[src/rtl/btid_pkg.sv]
// ----------------------------------------------------------------------------
// btid_pkg: shared types and constants of the blob track id assigner
// Table entry layout, store control group and fixed arithmetic constants.
// ----------------------------------------------------------------------------
package btid_pkg;

    // Pi in Q2.14, rounded to nearest.
    localparam logic [15:0] PI_Q14 = 16'd51472;

    // Reset value of the minimum match radius.
    localparam logic [7:0] MIN_RADIUS_RESET = 8'd55;

    // Smallest stored size that takes part in matching is one above this.
    localparam logic [15:0] SIZE_FLOOR = 16'd1;

    // One stored blob.
    typedef struct packed {
        logic [9:0]  x;
        logic [9:0]  y;
        logic [15:0] size;
        logic [15:0] id;
    } entry_t;

    // Control group from the sequencer to the table store.
    typedef struct packed {
        logic rd_en;   // read one entry of a search table
        logic rd_old;  // 1: table from two frames back, 0: last frame
        logic wr_en;   // write the current blob into the building table
        logic rotate;  // frame closes: rotate table roles
    } store_ctrl_t;

endpackage

[src/rtl/btid_radius.sv]
// ----------------------------------------------------------------------------
// btid_radius: iterative match radius search
// Finds the largest r in 0..255 with r*r*pi <= size by a binary search, one
// result bit per square phase and compare phase, using two multipliers.
// ----------------------------------------------------------------------------
module btid_radius
(
    input  logic        clk,
    input  logic        rst_n,
    input  logic        start,
    input  logic [15:0] size,
    output logic        done,
    output logic [7:0]  root
);

    logic        busy_reg;
    logic        phase_reg;
    logic [2:0]  bit_reg;
    logic [7:0]  root_reg;
    logic [7:0]  trial_reg;
    logic [15:0] sq_reg;
    logic [15:0] size_reg;
    logic        done_reg;
    logic [7:0]  trial;
    logic [31:0] prod;
    logic [31:0] scaled;

    // Candidate with the bit under test set, and the scaled bound.
    assign trial  = root_reg | (8'h80 >> bit_reg);
    assign prod   = {16'd0, sq_reg} * {16'd0, btid_pkg::PI_Q14};
    assign scaled = {2'b00, size_reg, 14'd0};

    // Sequencer: phase 0 squares the candidate, phase 1 scales and compares.
    always_ff @(posedge clk or negedge rst_n)
    begin
        if (!rst_n)
        begin
            busy_reg  <= 1'b0;
            phase_reg <= 1'b0;
            bit_reg   <= 3'd0;
            root_reg  <= 8'd0;
            done_reg  <= 1'b0;
        end
        else
        begin
            done_reg <= 1'b0;
            if (start)
            begin
                busy_reg  <= 1'b1;
                phase_reg <= 1'b0;
                bit_reg   <= 3'd0;
                root_reg  <= 8'd0;
            end
            else if (busy_reg)
            begin
                phase_reg <= ~phase_reg;
                if (phase_reg)
                begin
                    if (prod <= scaled)
                    begin
                        root_reg <= trial_reg;
                    end
                    if (bit_reg == 3'd7)
                    begin
                        busy_reg <= 1'b0;
                        done_reg <= 1'b1;
                    end
                    else
                    begin
                        bit_reg <= bit_reg + 3'd1;
                    end
                end
            end
        end
    end

    // Datapath registers between the two multiplications.
    always_ff @(posedge clk)
    begin
        if (start)
        begin
            size_reg <= size;
        end
        if (busy_reg && !phase_reg)
        begin
            trial_reg <= trial;
            sq_reg    <= {8'd0, trial} * {8'd0, trial};
        end
    end

    assign done = done_reg;
    assign root = root_reg;

endmodule

[config.mk]
export PLATFORM = sky130hd
export DESIGN_NAME = btid_radius
export DESIGN_NICKNAME = d
export VERILOG_FILES = /design/src/rtl/btid_pkg.sv /design/src/rtl/btid_radius.sv
export SDC_FILE = /design/constraint.sdc
export NUM_CORES = 1
export LEC_CHECK = 0
export BUFFER_PORTS_ARGS = -buffer_cell sky130_fd_sc_hd__buf_2
export CAP_MARGIN = 10
export CORE_MARGIN = 2
export CORE_UTILIZATION = 35
export CTS_BUF_LIST = sky130_fd_sc_hd__clkbuf_4
export CTS_CLUSTER_SIZE = 24
export DETAILED_ROUTE_END_ITERATION = 16
export GPL_TIMING_DRIVEN = 1
export PLACE_DENSITY_LB_ADDON = 0.08
export SYNTH_ARGS = -nofsm -noshare
export SYNTH_HDL_FRONTEND = slang
export SYNTH_SLANG_ARGS = --single-unit
[constraint.sdc]
create_clock -name clk -period 7.05 [get_ports clk]
set_clock_uncertainty 0.1 [all_clocks]
set_input_delay 1.41 -clock clk [delete_from_list [all_inputs] [get_ports clk]]
set_output_delay 1.41 -clock clk [all_outputs]
set_load 0.02 [all_outputs]
Yosys cells after proc, flatten, opt, wreduce, memory -nomap -nowiden --
Cells that the tools add are included.
Storage, ports and cells: bits in registers 54, latch bits 0, bits in writable memories 0, memory bits (read-only) 0, input port bits 19, output and inout bits 9, logic and storage cells 42, memories 0
Cells by class: add/subtract/negate cells 1, multiply operators 2, divide/modulo/power cells 0, order comparisons 1, equality and inequality tests 2, shift operators 1, multiplexer cells 18, bitwise gates (word level) 2, reduce and logical (&&, ||, !) cells 7
Operators with widths (number):
- <= comparator 32 x 30 -> 1 bit | 1
- two-way mux 8 bit | 4
- multiplier 16 x 12 -> 28 bit, second input constant | 1
- multiplier 8 x 8 -> 16 bit | 1
- two-way mux 3 bit | 4
- two-way mux 1 bit | 10
- OR 8 bit | 1
- right shift 8 x 3 -> 8 bit, first input constant | 1
- AND reduction 3 bit | 2
- nonzero test 2 bit | 3
- adder 3 x 1 -> 3 bit, second input constant | 1
- equality test 3 bit, second input constant | 1
- inequality test 2 bit, second input constant | 1
- logical AND 1 bit | 1
- logical NOT 1 bit | 1
- NOT 1 bit | 1

Depth between registers and ports, before layout --
depth in word-level cells 6, mapped depth 24, depth with buffers taken out 24

Worst setup path after synthesis --
Ideal clock, no wire load.
path type flip-flop to flip-flop, start point register sq_reg[4], end point register root_reg[0] (netlist: root[0]), library setup time 0.079 ns, arrival time 5.812 ns, data required time 6.871 ns, slack 1.059 ns, cell stages (with the launch flop) 23, buffers on the path 0, period minus slack after synthesis 5.991 ns, cell sequence edfxtp_1 -> ha_1 -> fa_1 -> fa_1 -> inv_1 -> fa_1 -> inv_1 -> ha_1 -> ha_1 -> and4_1 -> and3_1 -> nand3_1 -> nand2_1 -> a31oi_1 -> xnor2_1 -> ha_1 -> and3_1 -> nand3_1 -> or3_1 -> o32ai_1 -> o221ai_1 -> a211oi_4 -> mux2i_1
On the way: word-level cells in the longest chain between the ends 4
RTL lines:
- start, declared | RTL line btid_radius.sv:21 | logic [15:0] sq_reg;
- start signal, assigned | RTL line btid_radius.sv:87 | sq_reg <= {8'd0, trial} * {8'd0, trial};
- multiplier 16 x 12 -> 28 bit | RTL line btid_radius.sv:30 | assign prod = {16'd0, sq_reg} * {16'd0, btid_pkg::PI_Q14};
- <= comparator 32 x 30 -> 1 bit | RTL line btid_radius.sv:59 | if (prod <= scaled)
- nonzero test 2 bit (no source line)
- AND reduction 3 bit (no source line)
- end signal, assigned | RTL line btid_radius.sv:61 | root_reg <= trial_reg;
- end, declared | RTL line btid_radius.sv:19 | logic [7:0] root_reg;
No other way between the ends. A chain may end at the register's enable or synchronous reset.

Worst setup path in the final report --
start point register sq_reg[2], end point register root_reg[4] (netlist: root[4])
The elaborated chain is that of the path after synthesis.

==> results.md <==
- Crit-path cells: inv_1, ha_1, ha_1, fa_1, fa_1, ha_1, ha_1, or4_4, o22ai_1, nor2b_1, a221o_1, a21oi_1, xnor2_1, ha_1, and3_1, nand3_1, or3_1, o32ai_1, o221ai_1, a211oi_4, buf_12, mux2i_1
- Resize count post-CTS: 0
- CP bufs+invs: 2
- Register area: 1490 µm²
- Fin cells: 894
- Slew Limit Fails: 0
- Row Count: 49
- Run status: complete, no violations
- Final core utilization: 0.384
- Hold Buf Count CTS: 0
- HPWL Detailed: 11.4 mm
- Layout cells sized above 1: 0.0678
- Crit end category: flop
- Initial antenna violation count: 1
- Critical Path Max Stage Delay: 0.55 ns
- Yosys warning count: 0
- Final Hold Vio Count: 0
- Min-delay src: trial_reg[7]
- Chip width: 139 µm
- DRC: 0
- Worst skew pair latency: 0.45 ns
- Largest net degree at the start of global routing: 39
- Die H: 139 µm
- Gr ovfl total: 0
- Routed WL: 13.4 mm
- Synth Area per Inst: 10.1 µm²
- Critical Path RT: 7.33 ns
- Max reg flops: 16
- H-tree level count: 2
- Mapped Area: 6340 µm²
- Hold WS: 0.424 ns
- Area Overhead vs Synth: 8.12%
- Number of global-route vias before repair: 4660
- Drt pass-1 iters: 4
- Hold WC Path Type: flop to flop
- Synth area leaders: ha_1 27%, edfxtp_1 18%, fa_1 16%, inv_1 6.9%, dfrtp_1 5.5%
- Vias: 4282
- Fmax: 157 MHz
- Top Ports: 28
- Multi-input gate area: 4400 µm²
- Most common cell in the netlist: ha_1
- DR iter-0 viols: 158
- Worst Setup SP: sq_reg[2]
- Number of clock sinks: 52
- Reg2reg start: sq_reg[2]
- DRT antenna net count: 0
- Distinct cells, synth: 48
- Number of port buffers: 27
- Number of flops mapped to enable cells by yosys: 38
- Final period util: 0.903
- WL per Instance: 15.0 µm
- Core area: 17800 µm²
- Starting Density: 0.355
- Most used DFF post-synth: edfxtp_1
- DR vias/cell: 4.79
- WP data arrival: 6.65 ns
- Die area: 19200 µm²
- GP Congestion: 0.819
- Register area share after synthesis: 0.235
- Worst slew margin: 0.223
- RSZ-0062 raised after global routing: no
- First-pass GRT wire length: 22.9 mm
- Max-Cap Viols: 0
- Startpoint Class: flop
- Clock slew at reported path FFs: 0.23 ns
- Final nets: 870
- Highest net fanout along the worst path: 8
- Top cell type's share of synthesized area: 0.271
- CTS tree: yes
- Clock Tree Root: clkbuf_4
- Area leader, netlist: ha_1
- Tot GR Track Use: 0.148
- Setup violators final: 0
- Crit-path slowest cell: or4_4
- Fillers: 1810
- Async SR Flop Fraction: 0.269
- Setup CP Type: flop to flop
- Clock Path Buffers: 2
- Post-Synthesis Cells: 630
- Delay-heaviest family, CP: adder cells
- Crit path top cell by count: ha_1
- Number of synthesized register bits: 52
- Placed Instances: 884
- Synth top cells by count: 137 x ha_1, 117 x inv_1, 51 x fa_1, 43 x nor2_1, 38 x edfxtp_1
- CTS Buf Count: 5
- Worst-Margin Slew: 1.16 ns
- Setup TNS: 0 ns
- Crit path time final: 6.37 ns
[area by class of cell]
| type | count | area share |
|---|---|---|
| multi-input combinational | 458 | 0.642 |
| sequential | 52 | 0.218 |
| inverter | 117 | 0.0641 |
| tap | 229 | 0.0418 |
| timing repair buffer | 29 | 0.0237 |
| clock buffer | 5 | 0.00548 |
| clock inverter | 3 | 0.00493 |
| antenna | 1 | 0.000365 |
[layer usage]
layer	vias up	share of wire	routed length (µm)	GRT usage
met1	2033	0.46	6150	0.177
li1	2198	-	-	-
met3	14	0.020	272	0.0211
met4	0	0.020	264	0.0467
met5	-	0	0	0
met2	37	0.50	6760	0.275
[worst min-delay path: stages, from the launching register on]
cell      delay (ns)
edfxtp_1        0.40
nand2b_1        0.08
mux2i_1         0.06
[repair_timing]
action,CTS,global route
setup buffers,0,1
setup endpoints to repair,0,3
hold endpoints to repair,0,0
[logic make-up (layout without fill, tap and decap cells)]
kind of cell | Yosys count | in the layout | share of synthesized area
compound gates | 94 | 94 | 0.0964
xor+xnor | 38 | 38 | 0.0525
simple gates | 127 | 127 | 0.0976
other cells | 1 | 3 | 0.000592
fa+ha+maj | 188 | 188 | 0.432
mux | 9 | 9 | 0.0142
flops | 52 | 52 | 0.235
buf+inv | 121 | 154 | 0.0717
[final timing paths]
check,end,slack [ns],depth (start not counted)
max,root[4],0.68,22
min,root[7],0.42,2
max reg2reg,root[4],0.68,22
min reg2reg,root[7],0.42,2
max in group asynchronous,root[0],5.88,1
min in group asynchronous,root[7],0.70,1
[stage by stage]
step	area (µm²)	worst slack [ns]
after floorplan	6340	1.06
after global placement	6760	0.606
after detailed placement	6760	0.492
after CTS	6830	0.417
after global routing	6850	0.237
final	6850	0.681
[layout by cell type, fill, tap and decap left out, types with 2 or more instances in the layout]
| cell | synthesis | layout |
|---|---|---|
| ha_1 | 137 | 137 |
| inv_1 | 117 | 117 |
| fa_1 | 51 | 51 |
| nor2_1 | 43 | 43 |
| edfxtp_1 | 38 | 38 |
| a21oi_1 | 34 | 34 |
| xnor2_1 | 30 | 30 |
| nand2_1 | 28 | 28 |
| buf_2 | 0 | 27 |
| o21ai_0 | 17 | 17 |
| nand2b_1 | 17 | 17 |
| dfrtp_1 | 14 | 14 |
| mux2i_1 | 9 | 9 |
| a21o_1 | 8 | 8 |
| xor2_1 | 8 | 8 |
| nor3_1 | 7 | 7 |
| nand3_1 | 7 | 7 |
| a211oi_1 | 6 | 6 |
| and3_1 | 6 | 6 |
| clkbuf_4 | 0 | 5 |
| nor2b_1 | 5 | 4 |
| o21a_1 | 4 | 4 |
| o21bai_1 | 4 | 4 |
| nor4_1 | 3 | 3 |
| o41ai_1 | 3 | 3 |
| a31oi_1 | 3 | 3 |
| nand4_1 | 3 | 3 |
| a41oi_1 | 2 | 2 |
| a311oi_1 | 2 | 2 |
| conb_1 | 1 | 2 |
Power is not shown: default switching activity piles up to over one toggle a cycle in this logic, so the estimate is an artifact.
